**src/rtl/core/assert_macros.svh**
```systemverilog
// Concurrent assertion macros shared by the RTL.
// Each expects clk and rst_n in the scope that uses it.
`ifndef ASSERT_MACROS_SVH
`define ASSERT_MACROS_SVH

// Expression holds on every clock edge out of reset.
`define ASSERT_ALWAYS(label, expr, msg) \
  label: assert property (@(posedge clk) disable iff (!rst_n) (expr)) else $error(msg);

// Consequent holds in the same cycle as the antecedent.
`define ASSERT_IMPLIES(label, ante, cons, msg) \
  label: assert property (@(posedge clk) disable iff (!rst_n) (ante) |-> (cons)) else $error(msg);

// Consequent holds in the cycle after the antecedent.
`define ASSERT_NEXT(label, ante, cons, msg) \
  label: assert property (@(posedge clk) disable iff (!rst_n) (ante) |=> (cons)) else $error(msg);

`endif

```
**src/rtl/core/lkvc_pkg.sv**
```systemverilog
// Package for the LRU key/value cache: widths, codes and sequencer states.
// No dependencies.
package lkvc_pkg;

  localparam int DATA_W      = 32;
  localparam int CAP_W       = 5;
  localparam int ENTRIES_DEF = 16;

  localparam logic [CAP_W-1:0] CAP_RESET = CAP_W'(16);

  localparam logic OP_GET = 1'b0;
  localparam logic OP_PUT = 1'b1;

  typedef enum logic [2:0] {
    ST_IDLE,
    ST_SEARCH,
    ST_DECIDE,
    ST_UPDATE,
    ST_RESP
  } lkvc_state_t;

endpackage

```
**src/rtl/core/lru_key_value_cache.sv**
```systemverilog
// LRU key/value cache top level: sequencer, key/value/rank memories, valid bits.
// Depends on lkvc_pkg and assert_macros.svh.
//
// Usage:
//  - A request (in_opcode, in_key, in_value_in) is taken on a clock edge with
//    start high and busy low. in_opcode is get or put.
//  - One result (out_found, out_value_out) per request, shown for exactly one
//    cycle with out_valid high. The receiver cannot stall it.
//  - cfg_we writes cfg_capacity_limit; write only while busy is low.
//  - Every request sweeps all ENTRIES slots once through the single read port
//    (key compare, free slot and LRU victim search). A hit or insert then
//    sweeps the rank memory a second time, one read-modify-write per cycle.
//  - A request passes through the search, decide, update (skipped on a get
//    miss) and response states before out_valid.
//  - busy drops in the cycle out_valid is high, so a new request may be taken
//    then; no new request is taken while busy is high.
//  - Synchronous reset clears valid bits, entry count and sequencer and sets
//    the capacity to 16. No memory clearing pass is needed.
module lru_key_value_cache #(
  parameter int ENTRIES = lkvc_pkg::ENTRIES_DEF
) (
  input  logic                                clk,
  input  logic                                rst_n,
  input  logic                                start,
  output logic                                busy,
  input  logic                                in_opcode,
  input  logic signed [lkvc_pkg::DATA_W-1:0]  in_key,
  input  logic signed [lkvc_pkg::DATA_W-1:0]  in_value_in,
  output logic                                out_valid,
  output logic                                out_found,
  output logic signed [lkvc_pkg::DATA_W-1:0]  out_value_out,
  input  logic                                cfg_we,
  input  logic        [lkvc_pkg::CAP_W-1:0]   cfg_capacity_limit
);
  import lkvc_pkg::*;

  localparam int IDX_W = (ENTRIES > 1) ? $clog2(ENTRIES) : 1;
  localparam int CNT_W = $clog2(ENTRIES + 1);
  localparam int CMP_W = (CNT_W > CAP_W) ? CNT_W : CAP_W;
  localparam logic [CNT_W-1:0] SWEEP_END = CNT_W'(ENTRIES);

  lkvc_state_t state_r, state_nxt;

  logic              op_r;
  logic [DATA_W-1:0] key_r;
  logic [DATA_W-1:0] val_r;

  logic [CNT_W-1:0]  addr_r, addr_nxt;
  logic              stg_vld_r, stg_vld_nxt;
  logic [IDX_W-1:0]  stg_idx_r, stg_idx_nxt;

  logic              hit_r, hit_nxt;
  logic [IDX_W-1:0]  hit_idx_r, hit_idx_nxt;
  logic [IDX_W-1:0]  hit_rank_r, hit_rank_nxt;
  logic [DATA_W-1:0] hit_val_r, hit_val_nxt;
  logic              free_r, free_nxt;
  logic [IDX_W-1:0]  free_idx_r, free_idx_nxt;
  logic [IDX_W-1:0]  vict_idx_r, vict_idx_nxt;
  logic              ins_r, ins_nxt;
  logic [IDX_W-1:0]  tgt_idx_r, tgt_idx_nxt;

  logic [ENTRIES-1:0] valid_r, valid_nxt;
  logic [CNT_W-1:0]   count_r, count_nxt;
  logic [CAP_W-1:0]   cap_r;

  logic              out_valid_r, out_valid_nxt;
  logic              out_found_r, out_found_nxt;
  logic [DATA_W-1:0] out_value_r, out_value_nxt;

  logic [DATA_W-1:0] key_mem  [ENTRIES];
  logic [DATA_W-1:0] val_mem  [ENTRIES];
  logic [IDX_W-1:0]  rank_mem [ENTRIES];
  logic [DATA_W-1:0] key_rd_r;
  logic [DATA_W-1:0] val_rd_r;
  logic [IDX_W-1:0]  rank_rd_r;

  logic              accept;
  logic              rd_en;
  logic              kv_we;
  logic              val_we;
  logic [IDX_W-1:0]  wr_idx;
  logic              rank_we;
  logic [IDX_W-1:0]  rank_wdata;

  logic [CMP_W-1:0]  cap_ext;
  logic [CMP_W-1:0]  eff_cap;
  logic              evict_c;
  logic [IDX_W-1:0]  slot_c;
  logic              sweep_last;

  assign busy          = (state_r != ST_IDLE);
  assign accept        = start && !busy;
  assign out_valid     = out_valid_r;
  assign out_found     = out_found_r;
  assign out_value_out = out_value_r;

  assign cap_ext = CMP_W'(cap_r);
  assign eff_cap = (cap_r == '0) ? CMP_W'(1) :
                   (cap_ext > CMP_W'(ENTRIES)) ? CMP_W'(ENTRIES) : cap_ext;
  assign evict_c = (op_r == OP_PUT) && !hit_r && (count_r != '0) &&
                   (CMP_W'(count_r) >= eff_cap);
  assign slot_c  = (evict_c && !(free_r && (free_idx_r < vict_idx_r))) ?
                   vict_idx_r : free_idx_r;
  assign sweep_last = (addr_r == SWEEP_END) && stg_vld_r;

  // next state
  always_comb begin
    state_nxt = state_r;
    case (state_r)
      ST_IDLE: begin
        if (start) state_nxt = ST_SEARCH;
      end
      ST_SEARCH: begin
        if (sweep_last) state_nxt = ST_DECIDE;
      end
      ST_DECIDE: begin
        if (!hit_r && (op_r == OP_GET)) state_nxt = ST_RESP;
        else state_nxt = ST_UPDATE;
      end
      ST_UPDATE: begin
        if (sweep_last) state_nxt = ST_RESP;
      end
      ST_RESP: begin
        state_nxt = ST_IDLE;
      end
      default: state_nxt = ST_IDLE;
    endcase
  end

  // datapath control
  always_comb begin
    addr_nxt      = addr_r;
    stg_vld_nxt   = 1'b0;
    stg_idx_nxt   = addr_r[IDX_W-1:0];
    hit_nxt       = hit_r;
    hit_idx_nxt   = hit_idx_r;
    hit_rank_nxt  = hit_rank_r;
    hit_val_nxt   = hit_val_r;
    free_nxt      = free_r;
    free_idx_nxt  = free_idx_r;
    vict_idx_nxt  = vict_idx_r;
    ins_nxt       = ins_r;
    tgt_idx_nxt   = tgt_idx_r;
    valid_nxt     = valid_r;
    count_nxt     = count_r;
    out_valid_nxt = 1'b0;
    out_found_nxt = out_found_r;
    out_value_nxt = out_value_r;
    rd_en         = 1'b0;
    kv_we         = 1'b0;
    val_we        = 1'b0;
    wr_idx        = tgt_idx_r;
    rank_we       = 1'b0;
    rank_wdata    = rank_rd_r;
    case (state_r)
      ST_IDLE: begin
        addr_nxt     = '0;
        hit_nxt      = 1'b0;
        free_nxt     = 1'b0;
        vict_idx_nxt = '0;
      end
      ST_SEARCH: begin
        rd_en = (addr_r != SWEEP_END);
        if (rd_en) begin
          addr_nxt    = addr_r + CNT_W'(1);
          stg_vld_nxt = 1'b1;
        end
        if (stg_vld_r) begin
          if (valid_r[stg_idx_r]) begin
            if ((key_rd_r == key_r) && !hit_r) begin
              hit_nxt      = 1'b1;
              hit_idx_nxt  = stg_idx_r;
              hit_rank_nxt = rank_rd_r;
              hit_val_nxt  = val_rd_r;
            end
            if (CNT_W'(rank_rd_r) == (count_r - CNT_W'(1))) vict_idx_nxt = stg_idx_r;
          end else if (!free_r) begin
            free_nxt     = 1'b1;
            free_idx_nxt = stg_idx_r;
          end
        end
      end
      ST_DECIDE: begin
        addr_nxt = '0;
        if (hit_r) begin
          ins_nxt     = 1'b0;
          tgt_idx_nxt = hit_idx_r;
          if (op_r == OP_PUT) begin
            val_we = 1'b1;
            wr_idx = hit_idx_r;
          end
        end else if (op_r == OP_PUT) begin
          ins_nxt     = 1'b1;
          tgt_idx_nxt = slot_c;
          kv_we       = 1'b1;
          val_we      = 1'b1;
          wr_idx      = slot_c;
          if (evict_c) valid_nxt[vict_idx_r] = 1'b0;
          valid_nxt[slot_c] = 1'b1;
          count_nxt = evict_c ? count_r : count_r + CNT_W'(1);
        end
      end
      ST_UPDATE: begin
        rd_en = (addr_r != SWEEP_END);
        if (rd_en) begin
          addr_nxt    = addr_r + CNT_W'(1);
          stg_vld_nxt = 1'b1;
        end
        if (stg_vld_r) begin
          if (stg_idx_r == tgt_idx_r) begin
            rank_we    = 1'b1;
            rank_wdata = '0;
          end else if (valid_r[stg_idx_r] && (ins_r || (rank_rd_r < hit_rank_r))) begin
            rank_we    = 1'b1;
            rank_wdata = rank_rd_r + IDX_W'(1);
          end
        end
      end
      ST_RESP: begin
        out_valid_nxt = 1'b1;
        out_found_nxt = hit_r;
        out_value_nxt = (hit_r && (op_r == OP_GET)) ? hit_val_r : '0;
      end
      default: ;
    endcase
  end

  always_ff @(posedge clk) begin
    if (!rst_n) begin
      state_r     <= ST_IDLE;
      addr_r      <= '0;
      stg_vld_r   <= 1'b0;
      hit_r       <= 1'b0;
      free_r      <= 1'b0;
      ins_r       <= 1'b0;
      valid_r     <= '0;
      count_r     <= '0;
      cap_r       <= CAP_RESET;
      out_valid_r <= 1'b0;
    end else begin
      state_r     <= state_nxt;
      addr_r      <= addr_nxt;
      stg_vld_r   <= stg_vld_nxt;
      hit_r       <= hit_nxt;
      free_r      <= free_nxt;
      ins_r       <= ins_nxt;
      valid_r     <= valid_nxt;
      count_r     <= count_nxt;
      out_valid_r <= out_valid_nxt;
      if (cfg_we) cap_r <= cfg_capacity_limit;
    end
  end

  always_ff @(posedge clk) begin
    if (accept) begin
      op_r  <= in_opcode;
      key_r <= in_key;
      val_r <= in_value_in;
    end
    stg_idx_r   <= stg_idx_nxt;
    hit_idx_r   <= hit_idx_nxt;
    hit_rank_r  <= hit_rank_nxt;
    hit_val_r   <= hit_val_nxt;
    free_idx_r  <= free_idx_nxt;
    vict_idx_r  <= vict_idx_nxt;
    tgt_idx_r   <= tgt_idx_nxt;
    out_found_r <= out_found_nxt;
    out_value_r <= out_value_nxt;
  end

  always_ff @(posedge clk) begin
    if (kv_we) key_mem[wr_idx] <= key_r;
    if (rd_en) key_rd_r <= key_mem[addr_r[IDX_W-1:0]];
  end

  always_ff @(posedge clk) begin
    if (val_we) val_mem[wr_idx] <= val_r;
    if (rd_en) val_rd_r <= val_mem[addr_r[IDX_W-1:0]];
  end

  always_ff @(posedge clk) begin
    if (rank_we) rank_mem[stg_idx_r] <= rank_wdata;
    if (rd_en) rank_rd_r <= rank_mem[addr_r[IDX_W-1:0]];
  end

`include "assert_macros.svh"

  `ASSERT_NEXT(a_out_pulse, out_valid_r, !out_valid_r, "result strobe longer than one cycle")
  `ASSERT_IMPLIES(a_out_idle, out_valid_r, state_r == ST_IDLE, "result strobe while busy")
  `ASSERT_ALWAYS(a_count_valid, $countones(valid_r) == int'(count_r), "entry count off")
  `ASSERT_NEXT(a_accept, start && !busy, state_r == ST_SEARCH, "request not taken")
  `ASSERT_IMPLIES(a_rank_wr, rank_we, state_r == ST_UPDATE, "rank write outside update")

endmodule
```
**config.mk**
```make
export PLATFORM = sky130hd
export DESIGN_NAME = lru_key_value_cache
export DESIGN_NICKNAME = d
export VERILOG_FILES = /design/src/rtl/core/lkvc_pkg.sv /design/src/rtl/core/lru_key_value_cache.sv
export VERILOG_INCLUDE_DIRS = /design/src /design/src/rtl/core
export SDC_FILE = /design/constraint.sdc
export NUM_CORES = 1
export LEC_CHECK = 0
export ABC_AREA = 0
export BUFFER_PORTS_ARGS = -buffer_cell sky130_fd_sc_hd__buf_4
export CORE_MARGIN = 5
export CORE_UTILIZATION = 65
export DETAILED_ROUTE_END_ITERATION = 10
export PLACE_DENSITY = 0.81
export REMOVE_ABC_BUFFERS = 1
export SLEW_MARGIN = 10
export SYNTH_ARGS = -nofsm -noshare
export SYNTH_HDL_FRONTEND = slang
export SYNTH_SLANG_ARGS = --single-unit
```
**constraint.sdc**
```tcl
create_clock -name clk -period 9 [get_ports clk]
set_input_delay 0.9 -clock clk [delete_from_list [all_inputs] [get_ports clk]]
set_output_delay 0.9 -clock clk [all_outputs]
set_load 0.01 [all_outputs]
```
==> out/results.txt, run 1 <==
Averaged over all synthesized cells, the footprint is 22.9 µm². The gate family responsible for the most delay along the worst path was simple AND/OR/NAND/NOR gates. Leaving out filler cells and counting taps, the final layout contains 3543. Once the clock tree was built, the resizer swapped 0 gates to a different size. The library cell used most frequently in the layout, excluding fill and tap cells, is edfxtp_1. The via total after detailed routing is 25200, and the layout cell share with drive strength beyond 1 is 29.3%.

TritonCTS built the clock tree. The run gives 2489 as the net count of the finished layout. Logic depth of the worst setup path including buffers: 7.

Setup repair after global routing left no endpoint under its margin. The cell count after placement was 3305. The detail route stage leaves a number of antenna-violating nets equal to 0. The synthesis-to-finish area growth is 12.8%, and the width of the die is 290 µm. After floorplanning, the core was divided into 102 placement rows. Clock-pin slew was measured on the worst setup and hold paths at 0.07 ns.

The first routing iteration left 3987 violations. Final critical delay including setup and external delays: 5.14 ns. The number of different library cells in the post-synthesis netlist is 61. The run gives 84100 µm² as the area of the die.

The total clock sinks is 1349. For the initial antenna violation count, the log shows 3. The floorplan die height is 290 µm. The run gives 184 mm as the global-route wire length before repair. Once layout is complete, the utilization of the core stands at 74.1%. The run gives 195 MHz as the highest clock frequency the design can meet. The run gives 0 as the count of final max-slew check failures.

Class of the tightest hold or removal check: in -> reg. In the layout the commonest cells are edfxtp_1, mux4_2, buf_4. The cell area power density came out at 229 nW/µm². At the end of routability-driven placement, the weighted congestion stood at 0.829. After layout, the worst path uses 57.1% of the clock period. The analysis attributes to cell leakage a power of 17.9 nW.

Once detailed placement completed, the half-perimeter wirelength came to 59.5 mm. The detailed-route vias per instance was 7.12. The flow ran to the end, and the final reports show no timing, DRC or antenna violations. The worst setup path category was reg -> reg.

The depth of the most critical reg-to-reg path came out at 7. The number of primary I/O pins is 109. The count of warnings emitted by yosys is 0. Prior to clock tree synthesis, the placed netlist has a worst setup slack of 4.22 ns. The run gives 5.46 ns as the critical path data arrival time.

For the starting density of the core, the log shows 65.7%. Sort of element at the end of the critical path: a register. The H-tree was split into 4 levels.

The run gives 0 as the final hold violation count. The tightest hold path in the finished design has a slack of 0.345 ns. In this run the clock root is driven by a clkbuf_16. In the global route stage, overall resource usage came out at 30.0%. Dividing the detail-routed wire length by the instance count gives 35.5 µm. Setup slack after layout: 3.86 ns. The tools report the number of filler instances in the final layout as 3863. In the synthesized netlist the dominant register cell turns out to be edfxtp_1.

The tools report the count of hold-fix buffers inserted at cts as 0. Traced cell by cell, the critical path runs through nor2b_1, o211a_2, nand3_2, mux2i_1, and2_0, o21ai_0, nor2_4. The share of flip-flops with an asynchronous set or reset after synthesis came out at 0%. The critical path's slowest cell is nor2_4. STA classifies the critical path startpoint as a register. The depth of the worst hold-timing path came out at 1. Across the run, the number of max-cap violations was 0. The flip-flop and latch count after synthesis is 1349, and the critical-path maximum fanout is 32. In this run the deepest clock path goes through 3 buffers. The number of synthesized flops with an enable pin was 1306; the post-CTS setup buffer count was 0. The first TritonRoute pass finished after 6 iterations. Entering global routing, the biggest net connects 154 pins.

The worst supply voltage drop on vdd is 0.000226 V, and the worst slew margin relative to its limit is 17.0%. After detailed routing, the total wire length is 126 mm. In this run the cell area of the synthesized design comes to 51000 µm².

The tools report the number of global-route vias before repair as 26000. Sequential elements use 78.6% of the synthesized area. The gate count after technology mapping was 2229. For this run the aggregate overflow at the end of global routing stands at 0. The total buffers and inverters traversed by the critical path is 0. STA puts the critical path data required time at 9.32 ns.

At the pin with the least slew margin, the transition time is 1.24 ns. The run gives 77600 µm² as the floorplan core area. Setup violations remaining at the end of the flow were counted as 0. Port buffering added 108 buffers. Counting the buffers created by CTS gives 131. The run gives 0.0385 ns as the worst setup skew after layout. The logs give 0.74 ns for the insertion delay to the later sink of the worst-skew pair and 0 for the number of remaining DRC errors. For this run, the slowest stage of the critical path takes 1.09 ns.
-- per-stage QoR --
step	total power, mW	setup TNS [ns]	area [µm²]
after global routing	13.6	0	57500
after floorplan	7.69	-722.71	50500
after global placement	7.75	0	53200
after CTS	13.2	0	57500
final	13.2	0	57500
after detailed placement	7.78	0	53200
-- sequential cells by signal (all words and copies together), names as in the netlist, 5 cells and up --
register	cells
addr_r	5
cap_ext	5
count_r	5
hit_val_r	32
key_mem	512
key_r	32
key_rd_r	32
out_value_out	32
rank_mem	64
val_mem	512
val_r	32
val_rd_r	32
valid_r	16
-- kinds of logic after synthesis --
kind of cell / synth area share [%]
AO/OA/AOI/OAI: 1.34
XOR/XNOR: 0.790
adder cells (fa/ha/maj): 0.393
buffers and inverters: 0.994
flip-flops: 78.6
multiplexers: 15.5
AND/OR/NAND/NOR: 2.41
-- report_power, final --
| group | internal [mW] | leakage, nW | switching (mW) |
|---|---|---|---|
| Clock | 3.09 | 2.07 | 2.41 |
| Sequential | 7.02 | 12.2 | 0.165 |
| Combinational | 0.221 | 3.57 | 0.271 |
| Total | 10.3 | 17.9 | 2.85 |
-- cells in the mapped netlist, types with 3 or more instances --
cell type  instances  area [µm²]
o21ai_0           34         170
xor2_1            36         315
nand2_1           42         158
nor2b_1            5        31.3
o2111ai_1          3        26.3
nand2b_1           7        43.8
edfxtp_1        1306       39200
nand4_1            8        50.1
clkbuf_1          72         270
o21ai_1            3        15.0
a22o_1             4        35.0
dfxtp_1           43         861
mux4_2           345        7770
nor2_1            62         233
nor4_1            15        93.8
a21o_1             5        37.5
ha_1              16         200
and2_1            37         231
a211oi_1           3        22.5
nor3_1            16        80.1
o211a_1            4        40.0
buf_2              3        15.0
o211ai_1           7        52.6
o31ai_1            3        22.5
xnor2_1           10        87.6
nand3_1           21         105
a21oi_1           18        90.1
mux2i_1           11         110
nand3b_1           6        45.0
inv_1             17        63.8
buf_1             27         101
buf_6              4        45.0
-- routing by layer --
layer  track usage (%)  wire length, µm  up-vias
li1                  -                -     9709
met3              6.31            14000      300
met4              9.25             3980        4
met1              42.8            45100    13200
met5                 0               31        -
met2              48.2            62700     2035
-- layout make-up --
class / instances / area, µm² / area share (%)
multi-input cells: 755 / 10700 / 18.6
well taps: 1040 / 1300 / 2.26
diodes: 1 / 2.50 / 0.00435
repair buffers: 144 / 1130 / 1.97
clock inverters: 79 / 742 / 1.29
flip-flops and latches: 1349 / 40100 / 69.7
clock buffers: 157 / 3480 / 6.05
inverters: 18 / 67.6 / 0.118
-- worst paths after layout --
kind / slack [ns] / to / startpoint
max: 3.86 / val_mem[0][28] / op_r
max reg2reg: 3.86 / val_mem[0][28] / op_r
min reg2reg: 0.42 / hit_val_r[13] / val_rd_r[13]
min: 0.35 / key_r[30] / in_key[30]
Note: power is estimated with default switching activity, not from simulation.
==> inputs of run 2 (changes only) <==
Settings changed: CORE_UTILIZATION 65 to 62, PLACE_DENSITY 0.81 to 0.78.
Clock period 9 ns to 5.1 ns, I/O delays scaled along.
==> out/results.txt, run 2 (same netlist as run 1, synthesis figures left out) <==
The flow ran to the end, and the final reports show no timing, DRC or antenna violations. For the count of hold-fix buffers inserted at cts, the log shows 66. The tools report the met1 track utilization from global routing as 38.1%. The tools report the number of primary I/O pins as 109.

Most frequent standard cell in the layout excluding fill and tap cells: edfxtp_1. The signal on the critical path passes through inv_1, ha_1, o211ai_1, o2111ai_1, nand3_2, mux2i_1, o21ai_0, nand3_1, nor2_4, buf_4. met2 is the most crowded layer. The worst setup path is captured at a register. Once placement completed, the tool counted placed cells totaling 3358. In the routed design, unresolved DRC markers number 0. Final core utilization: 71.4%. In this run the worst path has a maximum fanout of 20.

Setup violations remaining at the end of the flow were counted as 0. With fillers left out, the area of the finished cells amounts to 58400 µm². The floorplan step defined a core boundary enclosing 81800 µm². Post-CTS repair changed the size of 0 cells. The largest registers in the layout are key_mem x512, val_mem x512, rank_mem x64.

Global routing consumed, on the met3 layer, 6.57% of the routing resources. Cells with a size suffix above 1 make up 29.0% of the layout. The finished layout holds 3656 standard cells, fillers aside. STA classifies the critical path startpoint as a register.

CTS H-tree depth: 4. The congestion estimate from routability-driven global placement came to 0.848. The capture point of the worst path is val_mem[14][12]. Entering global routing, the biggest net connects 133 pins. Worst setup skew after layout: 0.0291 ns. Initial antenna violation count: 7.

Tracing the worst setup path back leads to its startpoint at vict_idx_r[2]. The HPWL after detailed placement is 62.6 mm. In this run the tightest slew margin relative to its limit is 19.8%. The global-route wire length before repair is 174 mm, and the starting density of the core is 62.3%. At the worst endpoint, the required time is 5.53 ns.

For this design the static power due to leakage is 18.3 nW. In this run the critical register-to-register path is captured at val_mem[14][12]. The tree is rooted in a clkbuf_16. For the worst setup path, the data arrival time is 4.91 ns. The floorplan step set the die height to 297 µm. In the layout the commonest cells are edfxtp_1, mux4_2, buf_4. The detail route stage leaves a number of antenna-violating nets equal to 0. The total congestion overflow after global routing came out at 0. The final hold violation count came out at 0.

Dividing the detail-routed wire length by the instance count gives 32.4 µm. The number of setup buffers added after CTS is 0. In this run the horizontal extent of the chip is 297 µm. The cell area power density works out to 395 nW/µm². The floorplan has 105 rows. Timing analysis after detailed placement gives a worst setup slack of 0.705 ns. The routed design could run at a clock period as short as 4.47 ns. For this run, the detailed router's first-pass iteration total came to 5. On the worst path, the slowest cell contributes a delay of 0.78 ns.

Once routing completed, OpenROAD measured the worst setup slack at 0.625 ns. The detailed-route vias per instance was 6.68. Counting the fill cells in the layout gives 4332. The class of the tightest hold or removal check is in -> reg. The slowest stage of the critical path belongs to the cell nor2_4. The via total after detailed routing was 24400.

Clock-pin slew was measured on the worst setup and hold paths at 0.06 ns. The count of final max-slew check failures was 0. The synthesis-to-finish area growth is 14.6%, and the part of the cycle the worst path needs is 87.7%. IR analysis of the VDD net gives a maximum drop of 0.000348 V.

The logs give 118 mm for the total length of routed wires and 0.73 ns for the insertion delay to the later sink of the worst-skew pair. In this run the most critical hold path is launched from cfg_capacity_limit[0]. Worst setup path category: reg -> reg. The global routing usage on met2 came out at 44.1%.

Beginning of the worst register-to-register path: vict_idx_r[2]. For the pin with the worst max-slew slack, the measured transition is 1.20 ns. In this run, the number of DRC markers left after iteration 0 of detailed routing was 3495. The total clock buffers created by CTS is 131. The clock passes through at most 3 buffers. The tree built by TritonCTS fans out to 1349 sinks.

The post-place instance area came out at 53600 µm². The number of global-route vias before repair came out at 25300. In this run the tool buffered the top-level ports with 108 buffer cells. For the overall global routing resource usage, the log shows 27.2%. Timing would allow up to 223 MHz. TritonCTS built the clock tree.

The repair_antennas step left the layout with diodes totalling 0. The number of violations of the max-capacitance limit is 0, and the flop-to-flop setup slack is 0.63 ns. The depth of the most critical reg-to-reg path was 10; the net count of the finished layout was 2578. Setup repair after global routing left no endpoint under its margin. The floorplan step defined a die boundary enclosing 88100 µm².
==> run 2: power by group <==
group,leakage (nW),switching [mW],internal (mW)
Clock,2.02,4.19,5.27
Combinational,4.00,0.490,0.433
Sequential,12.2,0.303,12.4
Total,18.3,4.98,18.1
==> run 2: worst min path at each step <==
stage                         end  depth (start not counted)
finish                 cap_ext[0]                          3
global route           cap_ext[1]                          3
CTS                    cap_ext[1]                          3
detailed placement   hit_val_r[3]                          0
global placement    hit_val_r[16]                          0
floorplan            hit_val_r[0]                          0
==> run 2: area by class of cell <==
| type | instances | area [µm²] | share of cell area (%) |
|---|---|---|---|
| clock buffer | 157 | 3430 | 5.87 |
| clock inverter | 74 | 727 | 1.24 |
| inverter | 18 | 67.6 | 0.116 |
| multi-input combinational | 755 | 10700 | 18.3 |
| sequential | 1349 | 40100 | 68.6 |
| tap | 1070 | 1340 | 2.29 |
| timing repair buffer | 233 | 2100 | 3.60 |
==> run 2: metal layers <==
metal  share of wire [%]  up-vias
met2                  50     1549
li1                    -     9870
met4                 2.6        4
met1                  37    12800
met3                  11      217
met5               0.018        -
==> run 2: critical path: cells and delay by family (launching register included) <==
family	cells	cell delay, ns
AOI/OAI and AO/OA	3	0.83
adders and majority gates	1	0.31
buffers and inverters	2	0.41
DFF	1	0.56
muxes	1	0.37
and+or+nand+nor	3	1.67
==> run 2: through the flow <==
step                setup TNS [ns]  hold WS [ns]  total power [mW]
floorplan                 -1328.81         0.400              13.6
global placement                 0         0.404              13.7
detailed placement               0         0.405              13.8
CTS                              0       0.00441              23.2
global route                     0        0.0291              23.8
finish                           0        0.0460              23.1
